===== src/ppn_pkg.sv =====
// Shared constants, types and register codes of the projection profile normalizer.
package ppn_pkg;

	localparam int MAX_DIM   = 64;
	localparam int CNT_W     = $clog2(MAX_DIM + 1);
	localparam int POS_W     = $clog2(MAX_DIM);
	localparam int DIM_W     = 7;
	localparam int PIX_W     = 8;
	localparam int FRAC_W    = 16;
	localparam int VAL_W     = FRAC_W + 1;
	localparam int BIN_OUT_W = 6;
	localparam int CFG_IDX_W = 2;
	localparam int CFG_DAT_W = DIM_W;
	localparam int QDEPTH    = 4;
	localparam int QPTR_W    = $clog2(QDEPTH);
	localparam int QCNT_W    = $clog2(QDEPTH + 1);
	localparam int DIV_IDX_W = $clog2(FRAC_W);

	typedef enum logic [CFG_IDX_W-1:0] {
		REG_DIRECTION = 2'd0,
		REG_WIDTH     = 2'd1,
		REG_HEIGHT    = 2'd2
	} cfg_reg_t;

	// One classified pixel as it travels from the front end to the back end.
	typedef struct packed {
		logic [POS_W-1:0] bin;
		logic             hit;
		logic             image_end;
		logic [CNT_W-1:0] nbins;
	} ppn_item_t;

endpackage


===== src/projection_profile_normalizer.sv =====
// Top level of the projection profile normalizer. Pixels are taken one per cycle while start is
// high and busy is low, and the bin count update follows the pixel transfer through the queue
// and the back end's stage register. Once the last pixel of an image is counted, the values of
// the profile follow one another, paced by the one-bit-per-cycle divider, which is skipped when
// every count is zero; busy rises once the four-entry queue fills. Results cannot be stalled.
// Reset restores the register defaults and marks every bin count as zero.
module projection_profile_normalizer
	import ppn_pkg::*;
(
	input  logic                 clk,
	input  logic                 arst_n,
	input  logic                 start,
	output logic                 busy,
	input  logic [PIX_W-1:0]     pixel,
	input  logic                 cfg_we,
	input  logic [CFG_IDX_W-1:0] cfg_index,
	input  logic [CFG_DAT_W-1:0] cfg_data,
	output logic                 result_valid,
	output logic [VAL_W-1:0]     profile_value,
	output logic [BIN_OUT_W-1:0] bin_index,
	output logic                 last
);

	// A pixel transfer happens whenever start is high and the queue has room.
	logic      accept;
	logic      queue_full;
	ppn_item_t front_item;
	logic      head_valid;
	ppn_item_t head_item;
	logic      pop;

	assign busy   = queue_full;
	assign accept = start && !queue_full;

	// The front end holds the configuration and the row and column position, and turns each
	// pixel into a bin number, a hit flag and an end-of-image mark with the bin count to emit.
	ppn_front u_front (
		.clk      (clk),
		.arst_n   (arst_n),
		.cfg_we   (cfg_we),
		.cfg_index(cfg_index),
		.cfg_data (cfg_data),
		.accept   (accept),
		.pixel    (pixel),
		.item     (front_item)
	);

	// The queue lets the front end keep taking pixels while the back end is busy normalizing.
	ppn_queue u_queue (
		.clk       (clk),
		.arst_n    (arst_n),
		.push      (accept),
		.push_item (front_item),
		.pop       (pop),
		.head_valid(head_valid),
		.head_item (head_item),
		.full      (queue_full)
	);

	// The back end updates the bin memory with a read-modify-write and a bypass for back to
	// back hits on one bin, then walks the bins and divides each by the largest count.
	ppn_back u_back (
		.clk          (clk),
		.arst_n       (arst_n),
		.head_valid   (head_valid),
		.head_item    (head_item),
		.pop          (pop),
		.result_valid (result_valid),
		.profile_value(profile_value),
		.bin_index    (bin_index),
		.last         (last)
	);

endmodule


===== src/ppn_ram.sv =====
// Generic single-write, single-read RAM with registered read data.
module ppn_ram #(
	parameter int WIDTH = 8,
	parameter int DEPTH = 64
) (
	input  logic                     clk,
	input  logic                     we,
	input  logic [$clog2(DEPTH)-1:0] waddr,
	input  logic [WIDTH-1:0]         wdata,
	input  logic [$clog2(DEPTH)-1:0] raddr,
	output logic [WIDTH-1:0]         rdata
);

	logic [WIDTH-1:0] mem_q [DEPTH];

	always_ff @(posedge clk) begin
		if (we) begin
			mem_q[waddr] <= wdata;
		end
		rdata <= mem_q[raddr];
	end

endmodule


===== src/ppn_front.sv =====
// Front end: configuration registers, image position tracking and pixel classification.
module ppn_front
	import ppn_pkg::*;
(
	input  logic                 clk,
	input  logic                 arst_n,
	input  logic                 cfg_we,
	input  logic [CFG_IDX_W-1:0] cfg_index,
	input  logic [CFG_DAT_W-1:0] cfg_data,
	input  logic                 accept,
	input  logic [PIX_W-1:0]     pixel,
	output ppn_item_t            item
);

	logic             direction_q;
	logic [DIM_W-1:0] width_q;
	logic [DIM_W-1:0] height_q;
	logic [POS_W-1:0] col_q;
	logic [POS_W-1:0] row_q;

	logic [CNT_W-1:0] w_eff;
	logic [CNT_W-1:0] h_eff;
	logic             row_end;
	logic             image_end;

	// Zero is taken as one and anything above the largest size as the largest size.
	function automatic logic [CNT_W-1:0] clamp_dim(input logic [DIM_W-1:0] v);
		logic [CNT_W-1:0] r;
		if (v == '0) begin
			r = CNT_W'(1);
		end else if (int'(v) > MAX_DIM) begin
			r = CNT_W'(MAX_DIM);
		end else begin
			r = CNT_W'(v);
		end
		return r;
	endfunction

	assign w_eff     = clamp_dim(width_q);
	assign h_eff     = clamp_dim(height_q);
	assign row_end   = (CNT_W'(col_q) + CNT_W'(1)) >= w_eff;
	assign image_end = row_end && ((CNT_W'(row_q) + CNT_W'(1)) >= h_eff);

	assign item.bin       = direction_q ? row_q : col_q;
	assign item.hit       = (pixel != '0);
	assign item.image_end = image_end;
	assign item.nbins     = direction_q ? h_eff : w_eff;

	always_ff @(posedge clk or negedge arst_n) begin
		if (!arst_n) begin
			direction_q <= 1'b0;
			width_q     <= DIM_W'(64);
			height_q    <= DIM_W'(64);
		end else if (cfg_we) begin
			unique case (cfg_reg_t'(cfg_index))
				REG_DIRECTION: direction_q <= cfg_data[0];
				REG_WIDTH:     width_q     <= cfg_data;
				REG_HEIGHT:    height_q    <= cfg_data;
				default:       ;
			endcase
		end
	end

	always_ff @(posedge clk or negedge arst_n) begin
		if (!arst_n) begin
			col_q <= '0;
			row_q <= '0;
		end else if (accept) begin
			if (image_end) begin
				col_q <= '0;
				row_q <= '0;
			end else if (row_end) begin
				col_q <= '0;
				row_q <= row_q + POS_W'(1);
			end else begin
				col_q <= col_q + POS_W'(1);
			end
		end
	end

endmodule


===== src/ppn_queue.sv =====
// Short queue of classified pixels between the front end and the back end.
module ppn_queue
	import ppn_pkg::*;
(
	input  logic      clk,
	input  logic      arst_n,
	input  logic      push,
	input  ppn_item_t push_item,
	input  logic      pop,
	output logic      head_valid,
	output ppn_item_t head_item,
	output logic      full
);

	ppn_item_t         entry_q [QDEPTH];
	logic [QPTR_W-1:0] wr_ptr_q;
	logic [QPTR_W-1:0] rd_ptr_q;
	logic [QCNT_W-1:0] count_q;

	assign head_valid = (count_q != '0);
	assign head_item  = entry_q[rd_ptr_q];
	assign full       = (count_q == QCNT_W'(QDEPTH));

	always_ff @(posedge clk) begin
		if (push) begin
			entry_q[wr_ptr_q] <= push_item;
		end
	end

	always_ff @(posedge clk or negedge arst_n) begin
		if (!arst_n) begin
			wr_ptr_q <= '0;
			rd_ptr_q <= '0;
			count_q  <= '0;
		end else begin
			if (push) begin
				wr_ptr_q <= (int'(wr_ptr_q) == QDEPTH - 1) ? '0 : wr_ptr_q + QPTR_W'(1);
			end
			if (pop) begin
				rd_ptr_q <= (int'(rd_ptr_q) == QDEPTH - 1) ? '0 : rd_ptr_q + QPTR_W'(1);
			end
			unique case ({push, pop})
				2'b10:   count_q <= count_q + QCNT_W'(1);
				2'b01:   count_q <= count_q - QCNT_W'(1);
				default: count_q <= count_q;
			endcase
		end
	end

	a_no_push_when_full: assert property (@(posedge clk) disable iff (!arst_n)
		full |-> !push) else $error("queue written while full");

	a_no_pop_when_empty: assert property (@(posedge clk) disable iff (!arst_n)
		!head_valid |-> !pop) else $error("queue read while empty");

endmodule


===== src/ppn_back.sv =====
// Back end: bin count memory update, largest count tracking and the normalization pass.
module ppn_back
	import ppn_pkg::*;
(
	input  logic                 clk,
	input  logic                 arst_n,
	input  logic                 head_valid,
	input  ppn_item_t            head_item,
	output logic                 pop,
	output logic                 result_valid,
	output logic [VAL_W-1:0]     profile_value,
	output logic [BIN_OUT_W-1:0] bin_index,
	output logic                 last
);

	typedef enum logic [2:0] {
		ST_RUN,
		ST_RD,
		ST_LD,
		ST_DIV,
		ST_OUT
	} state_t;

	state_t               state_q;
	logic                 s1_valid_q;
	ppn_item_t            s1_item_q;
	logic                 fwd_valid_q;
	logic [POS_W-1:0]     fwd_addr_q;
	logic [CNT_W-1:0]     fwd_data_q;
	logic [MAX_DIM-1:0]   bin_valid_q;
	logic [CNT_W-1:0]     largest_q;
	logic [CNT_W-1:0]     nbins_q;
	logic [POS_W-1:0]     k_q;
	logic [CNT_W-1:0]     rem_q;
	logic [VAL_W-1:0]     quo_q;
	logic [DIV_IDX_W-1:0] bit_q;
	logic                 result_valid_q;
	logic [VAL_W-1:0]     profile_value_q;
	logic [BIN_OUT_W-1:0] bin_index_q;
	logic                 last_q;

	logic                 ram_we;
	logic [POS_W-1:0]     ram_raddr;
	logic [CNT_W-1:0]     ram_rdata;
	logic [CNT_W-1:0]     cur_count;
	logic [CNT_W-1:0]     new_count;
	logic [CNT_W-1:0]     emit_count;
	logic [FRAC_W-1:0]    half_largest;
	logic [CNT_W:0]       div_shift;
	logic                 div_fits;
	logic                 emit_last;

	ppn_ram #(
		.WIDTH(CNT_W),
		.DEPTH(MAX_DIM)
	) u_bins (
		.clk  (clk),
		.we   (ram_we),
		.waddr(s1_item_q.bin),
		.wdata(new_count),
		.raddr(ram_raddr),
		.rdata(ram_rdata)
	);

	assign pop       = (state_q == ST_RUN) && head_valid && !(s1_valid_q && s1_item_q.image_end);
	assign ram_raddr = (state_q == ST_RUN) ? head_item.bin : k_q;

	// The previous cycle's write is not yet in the read data; take it from the bypass.
	always_comb begin
		if (fwd_valid_q && (fwd_addr_q == s1_item_q.bin)) begin
			cur_count = fwd_data_q;
		end else if (bin_valid_q[s1_item_q.bin]) begin
			cur_count = ram_rdata;
		end else begin
			cur_count = '0;
		end
	end

	assign new_count    = (cur_count == CNT_W'(MAX_DIM)) ? cur_count : cur_count + CNT_W'(1);
	assign ram_we       = s1_valid_q && s1_item_q.hit;
	assign emit_count   = bin_valid_q[k_q] ? ram_rdata : '0;
	assign half_largest = FRAC_W'(largest_q >> 1);
	assign div_shift    = {rem_q, half_largest[bit_q]};
	assign div_fits     = div_shift >= {1'b0, largest_q};
	assign emit_last    = (CNT_W'(k_q) + CNT_W'(1)) == nbins_q;

	assign result_valid  = result_valid_q;
	assign profile_value = profile_value_q;
	assign bin_index     = bin_index_q;
	assign last          = last_q;

	always_ff @(posedge clk or negedge arst_n) begin
		if (!arst_n) begin
			s1_valid_q  <= 1'b0;
			s1_item_q   <= '0;
			fwd_valid_q <= 1'b0;
			fwd_addr_q  <= '0;
			fwd_data_q  <= '0;
		end else begin
			s1_valid_q  <= pop;
			if (pop) begin
				s1_item_q <= head_item;
			end
			fwd_valid_q <= ram_we;
			fwd_addr_q  <= s1_item_q.bin;
			fwd_data_q  <= new_count;
		end
	end

	always_ff @(posedge clk or negedge arst_n) begin
		if (!arst_n) begin
			state_q         <= ST_RUN;
			bin_valid_q     <= '0;
			largest_q       <= '0;
			nbins_q         <= '0;
			k_q             <= '0;
			rem_q           <= '0;
			quo_q           <= '0;
			bit_q           <= '0;
			result_valid_q  <= 1'b0;
			profile_value_q <= '0;
			bin_index_q     <= '0;
			last_q          <= 1'b0;
		end else begin
			result_valid_q <= (state_q == ST_OUT);
			if (ram_we) begin
				bin_valid_q[s1_item_q.bin] <= 1'b1;
				if (new_count > largest_q) begin
					largest_q <= new_count;
				end
			end
			unique case (state_q)
				ST_RUN: begin
					if (s1_valid_q && s1_item_q.image_end) begin
						nbins_q <= s1_item_q.nbins;
						k_q     <= '0;
						state_q <= ST_RD;
					end
				end
				ST_RD: begin
					state_q <= ST_LD;
				end
				ST_LD: begin
					if (largest_q == '0) begin
						quo_q   <= '0;
						state_q <= ST_OUT;
					end else begin
						// Integer bit of the quotient; a count never exceeds the largest.
						if (emit_count >= largest_q) begin
							rem_q <= emit_count - largest_q;
							quo_q <= VAL_W'(1);
						end else begin
							rem_q <= emit_count;
							quo_q <= '0;
						end
						bit_q   <= DIV_IDX_W'(FRAC_W - 1);
						state_q <= ST_DIV;
					end
				end
				ST_DIV: begin
					if (div_fits) begin
						rem_q <= CNT_W'(div_shift - {1'b0, largest_q});
					end else begin
						rem_q <= CNT_W'(div_shift);
					end
					quo_q <= {quo_q[VAL_W-2:0], div_fits};
					if (bit_q == '0) begin
						state_q <= ST_OUT;
					end else begin
						bit_q <= bit_q - DIV_IDX_W'(1);
					end
				end
				ST_OUT: begin
					profile_value_q <= quo_q;
					bin_index_q     <= BIN_OUT_W'(k_q);
					last_q          <= emit_last;
					if (emit_last) begin
						bin_valid_q <= '0;
						largest_q   <= '0;
						state_q     <= ST_RUN;
					end else begin
						k_q     <= k_q + POS_W'(1);
						state_q <= ST_RD;
					end
				end
				default: state_q <= ST_RUN;
			endcase
		end
	end

	a_result_from_out_state: assert property (@(posedge clk) disable iff (!arst_n)
		result_valid |-> $past(state_q == ST_OUT)) else $error("result outside output state");

	a_hold_queue_at_image_end: assert property (@(posedge clk) disable iff (!arst_n)
		(s1_valid_q && s1_item_q.image_end) |-> !pop) else $error("pixel taken past image end");

	a_largest_in_range: assert property (@(posedge clk) disable iff (!arst_n)
		largest_q <= CNT_W'(MAX_DIM)) else $error("largest count out of range");

	a_rem_below_divisor: assert property (@(posedge clk) disable iff (!arst_n)
		(state_q == ST_DIV) |-> (rem_q < largest_q)) else $error("divider remainder too large");

endmodule

===== config.mk =====
export PLATFORM = sky130hd
export DESIGN_NAME = projection_profile_normalizer
export DESIGN_NICKNAME = d
export VERILOG_FILES = /design/src/ppn_pkg.sv /design/src/projection_profile_normalizer.sv /design/src/ppn_ram.sv /design/src/ppn_front.sv /design/src/ppn_queue.sv /design/src/ppn_back.sv
export SDC_FILE = /design/constraint.sdc
export NUM_CORES = 1
export LEC_CHECK = 0
export BUFFER_PORTS_ARGS = -buffer_cell sky130_fd_sc_hd__buf_2
export CORE_MARGIN = 8
export CORE_UTILIZATION = 60
export DETAILED_ROUTE_END_ITERATION = 6
export PLACE_DENSITY = 0.76
export RECOVER_POWER = 50
export SLEW_MARGIN = 20
export SYNTH_ARGS = -nofsm -noshare
export SYNTH_HDL_FRONTEND = slang
export SYNTH_SLANG_ARGS = --single-unit

===== constraint.sdc =====
create_clock -name clk -period 20.1 [get_ports clk]
set_clock_uncertainty 0.2 [all_clocks]
set_input_delay 4.02 -clock clk [delete_from_list [all_inputs] [get_ports clk]]
set_output_delay 4.02 -clock clk [all_outputs]
set_load 0.01 [all_outputs]

==> metrics.md <==
| Metric | Value |
|---|---|
| Status | `finished with violations` |
| Failing checks | `max-capacitance violations, max-slew violations` |
| Hold path depth | `2` |
| Crit start category | `flop` |
| Routed WL per cell | `approximately 22 µm` |
| Cell taking the most area after synthesis | `edfxtp_1` |
| Max incr delay on CP | `2.12 ns` |
| Core area | `52100 µm²` |
| H-tree level count | `3` |
| Synthesis Warnings | `0` |
| Synth Flop Type | `edfxtp_1` |
| Postcts setup bufs | `0` |
| Syn nets | `2753` |
| Post-Syn Instances | `2682` |
| Hpwl dp | `45600 µm` |
| TritonCTS buffer count | `roughly 70` |
| Clk slew on worst S/H paths | `0.06 ns` |
| Grt ovf | `0` |
| VDD IR max | `0.112 mV` |
| Die height | `245 µm` |
| Seq cells post-synth | `between 700 and 800` |
| Synth top area share | `48.6%` |
| Top delay family on crit path | `simple AND/OR/NAND/NOR gates` |
| Fmax achieved | `0.102 GHz` |
| DR vias/cell | `about 6.1` |
| P_leak | `13.5 nW` |
| Hold Vio Cnt, Final | `0` |
| Antenna violations before repair | `0` |
| Vias in the first global route | `21.0k` |
| Max Fanout on Critical Path | `67` |
| Clock Root Buffer | `clkbuf_16` |
| Clock Path Buffers | `3` |
| Pwr per Cell Area | `around 160 nW/µm²` |
| Largest net degree at the start of global routing | `155` |
| Setup Viol. Count Final | `0` |
| Clk_lat worst skew | `0.61 ns` |
| Overall power | `about 5.5 mW` |
| Fin crit period | `approximately 9.8 ns` |
| I/O pin cnt | `47` |
| Die X | `roughly 240 µm` |
| Post-Layout Cell Count | `3421` |
| CP max-delay cell | `nor4_1` |
| Placed insts | `roughly 3.3k` |
| Sequential element share of the synthesized area | `between 60% and 70%` |
| DRT iter0 DRCs | `2424` |
| Syn Area/Cell | `11.7 µm²` |
| Hold path start | `u_back.quo_q[16]` |
| Tightest Hold Check Type | `reg2reg` |
| Critical Path AT | `approximately 10 ns` |
| Ys async rst share | `28.4%` |
| WS Path Type | `reg2reg` |
| Clk sinks | `719` |
| Reg-to-reg endpoint | `u_back.largest_q[5]` |
| Largest cells by area after synthesis | `edfxtp_1, dfrtp_1, nand2_1` |
| Reg2reg path depth | `17` |
| Max-Cap Viols | `8` |
| Fin Setup TNS | `0 ns` |
| Post-cts repair resize count | `0` |
| First-pass GRT wire length | `117000 µm` |
| Gr usage total | `24.8%` |
| WHS Endpoint | `u_back.quo_q[16]` |
| Unrepaired setup endpoints after global routing | `no` |
| Final WL | `74000 µm` |
| PortBufs | `46` |
| Worst-Margin Slew | `3.41 ns` |
| DR pass1 iterations | `6` |
| DRT antenna net count | `0` |
| Critical Path RT | `20.33 ns` |
| Initial Util | `60.3%` |
| Routed vias | `21.0k` |
| Post-synth EDFFs | `508` |
| CP cell instances | `xnor2_1, nand4_1, nor4_1, nor2_1, a22oi_1, inv_1, ha_1, ha_1, nor2b_1, o21a_1, o21a_1, o211ai_1, a21boi_1, o21ai_0, nor2_1, and3_1, a2111oi_1` |
| Layout cells sized above 1 | `9.48%` |
| CTS tree | `done` |
| Final nets | `2750` |
| CTS hold repair buffers | `0` |
| Core Util, Final | `roughly two thirds` |
| Final Max Slew Viols | `411` |
| Area Overhead vs Synth | `9.46%` |
| Core Rows | `84` |
| Synthesized area | `approximately 31000 µm²` |
| DRC | `0` |
| Ant. Diodes | `0` |
| Reg-to-Reg Start | `u_back.s1_item_q[9]` |
| Fin crit share | `between 40% and 50%` |
| Slew margin rel. | `-127%` |
| Slack of the worst reg-to-reg path | `a little over 10 ns` |
| Crit end category | `flop` |
| Buf+Inv Stages, Crit Path | `1` |
| Library cells used by synthesis | `just under 80` |
| Die area | `59900 µm²` |
| Gp weighted congestion | `approximately 0.94` |
[power by group]
part	total (mW)	switching, mW	internal (mW)	leakage [nW]
combinational	1.90	1.30	0.601	5.00
clock	1.34	0.553	0.789	1.14
sequential	2.28	0.170	2.11	7.37
[cell usage after synthesis, types with 3 or more instances]
| cell type | number |
|---|---|
| nand2_1 | 682 |
| edfxtp_1 | 508 |
| nor2_1 | 238 |
| dfrtp_1 | 202 |
| nand3_1 | 177 |
| a21oi_1 | 97 |
| buf_2 | 63 |
| clkbuf_1 | 63 |
| and3_1 | 50 |
| ha_1 | 47 |
| mux2i_1 | 47 |
| o21ai_0 | 45 |
| a31oi_1 | 43 |
| mux2_2 | 42 |
| mux4_2 | 36 |
| o22ai_1 | 36 |
| inv_1 | 32 |
| xnor2_1 | 20 |
| a22oi_1 | 19 |
| a21o_1 | 18 |
| xor2_1 | 16 |
| and2_1 | 14 |
| nor3_1 | 14 |
| nor4_1 | 14 |
| nor2b_1 | 13 |
| nand2b_1 | 11 |
| buf_1 | 9 |
| o221ai_1 | 9 |
| o41ai_1 | 8 |
| dfxtp_1 | 7 |
| nand3b_1 | 7 |
| o31ai_1 | 7 |
| a211oi_1 | 6 |
| buf_4 | 6 |
| buf_6 | 6 |
| nand4_1 | 6 |
| or3_1 | 5 |
| o21a_1 | 4 |
| or2_1 | 4 |
| fa_1 | 3 |
[tightest hold or removal path: cells and delay by family, from the launching register on]
family,cells,cell delay (ns)
flops,1,0.35
simple gates,2,0.10
[cells in the final DEF (no fill, tap or decap), types with 8 or more instances in the layout]
cell type / count
nand2_1: 682
edfxtp_1: 508
nor2_1: 237
dfrtp_1: 202
nand3_1: 177
a21oi_1: 97
clkbuf_16: 75
and3_1: 50
ha_1: 47
mux2i_1: 45
o21ai_0: 45
buf_2: 44
a31oi_1: 43
o22ai_1: 36
mux4_2: 36
mux2_2: 33
inv_1: 31
clkbuf_1: 24
xnor2_1: 19
a22oi_1: 19
a21o_1: 18
buf_4: 17
xor2_1: 15
nor4_1: 15
nor3_1: 15
nor2b_1: 13
and2_1: 13
clkinv_1: 11
nand2b_1: 11
o221ai_1: 9
o41ai_1: 8
clkbuf_8: 8
[worst max path at each step]
stage / cells past startpoint / to / start / slack [ns]
after global placement: 9 / u_queue.count_q[2] / start / 13.76
after detailed placement: 17 / u_back.largest_q[5] / u_back.s1_item_q[9] / 13.48
final: 17 / u_back.largest_q[5] / u_back.s1_item_q[9] / 10.34
after floorplan: 20 / u_back.largest_q[5] / u_back.s1_item_q[9] / 13.77
after global routing: 17 / u_back.largest_q[5] / u_back.s1_item_q[9] / 9.39
after CTS: 19 / u_back.largest_q[5] / u_back.s1_item_q[9] / 13.42
[area by class of cell]
type                    count  area [µm²]
flip-flops and latches    719       20500
fillers                  3862       17700
multi-input cells        1779       10100
clock buffers              97        2040
well taps                 688         861
repair buffers             72         405
clock inverters            30         314
inverters                  36         136
[routing by layer]
| layer | vias up | global-route usage, % | routed length [µm] |
|---|---|---|---|
| li1 | 9551 | - | - |
| met1 | 10300 | 32.9 | 29300 |
| met2 | 961 | 40.5 | 35900 |
| met3 | 167 | 4.13 | 5830 |
| met4 | 0 | 10.7 | 2930 |
| met5 | - | 0 | 0 |
[state kept, by name, indices dropped and copies added (netlist names), 15 cells and up]
name                  flops
u_back.quo_q             17
u_back.s1_item_q         15
u_back.bin_valid_q       64
u_back.profile_value     17
u_queue.entry_q          60
u_back.u_bins.mem_q     448
[metrics by stage]
| step | area, µm² | setup slack, ns | hold slack [ns] |
|---|---|---|---|
| final | 34400 | 10.34 | 0.271 |
| after global routing | 34400 | 9.39 | 0.305 |
| after CTS | 34500 | 13.42 | 0.275 |
| after detailed placement | 32100 | 13.48 | 0.258 |
| after global placement | 32100 | 13.76 | 0.257 |
| after floorplan | 31400 | 13.77 | 0.149 |
[logic make-up (layout without fill, tap and decap cells)]
group | count (synthesis) | in the layout | synth area share, %
compound gates | 318 | 318 | 6.33
flops | 719 | 719 | 65.3
buf+inv | 184 | 235 | 2.67
fa+ha+maj | 50 | 50 | 2.06
mux | 126 | 126 | 5.66
simple gates | 1249 | 1249 | 17.0
xor+xnor | 36 | 36 | 1.00
(Power assumes the default switching activity.)
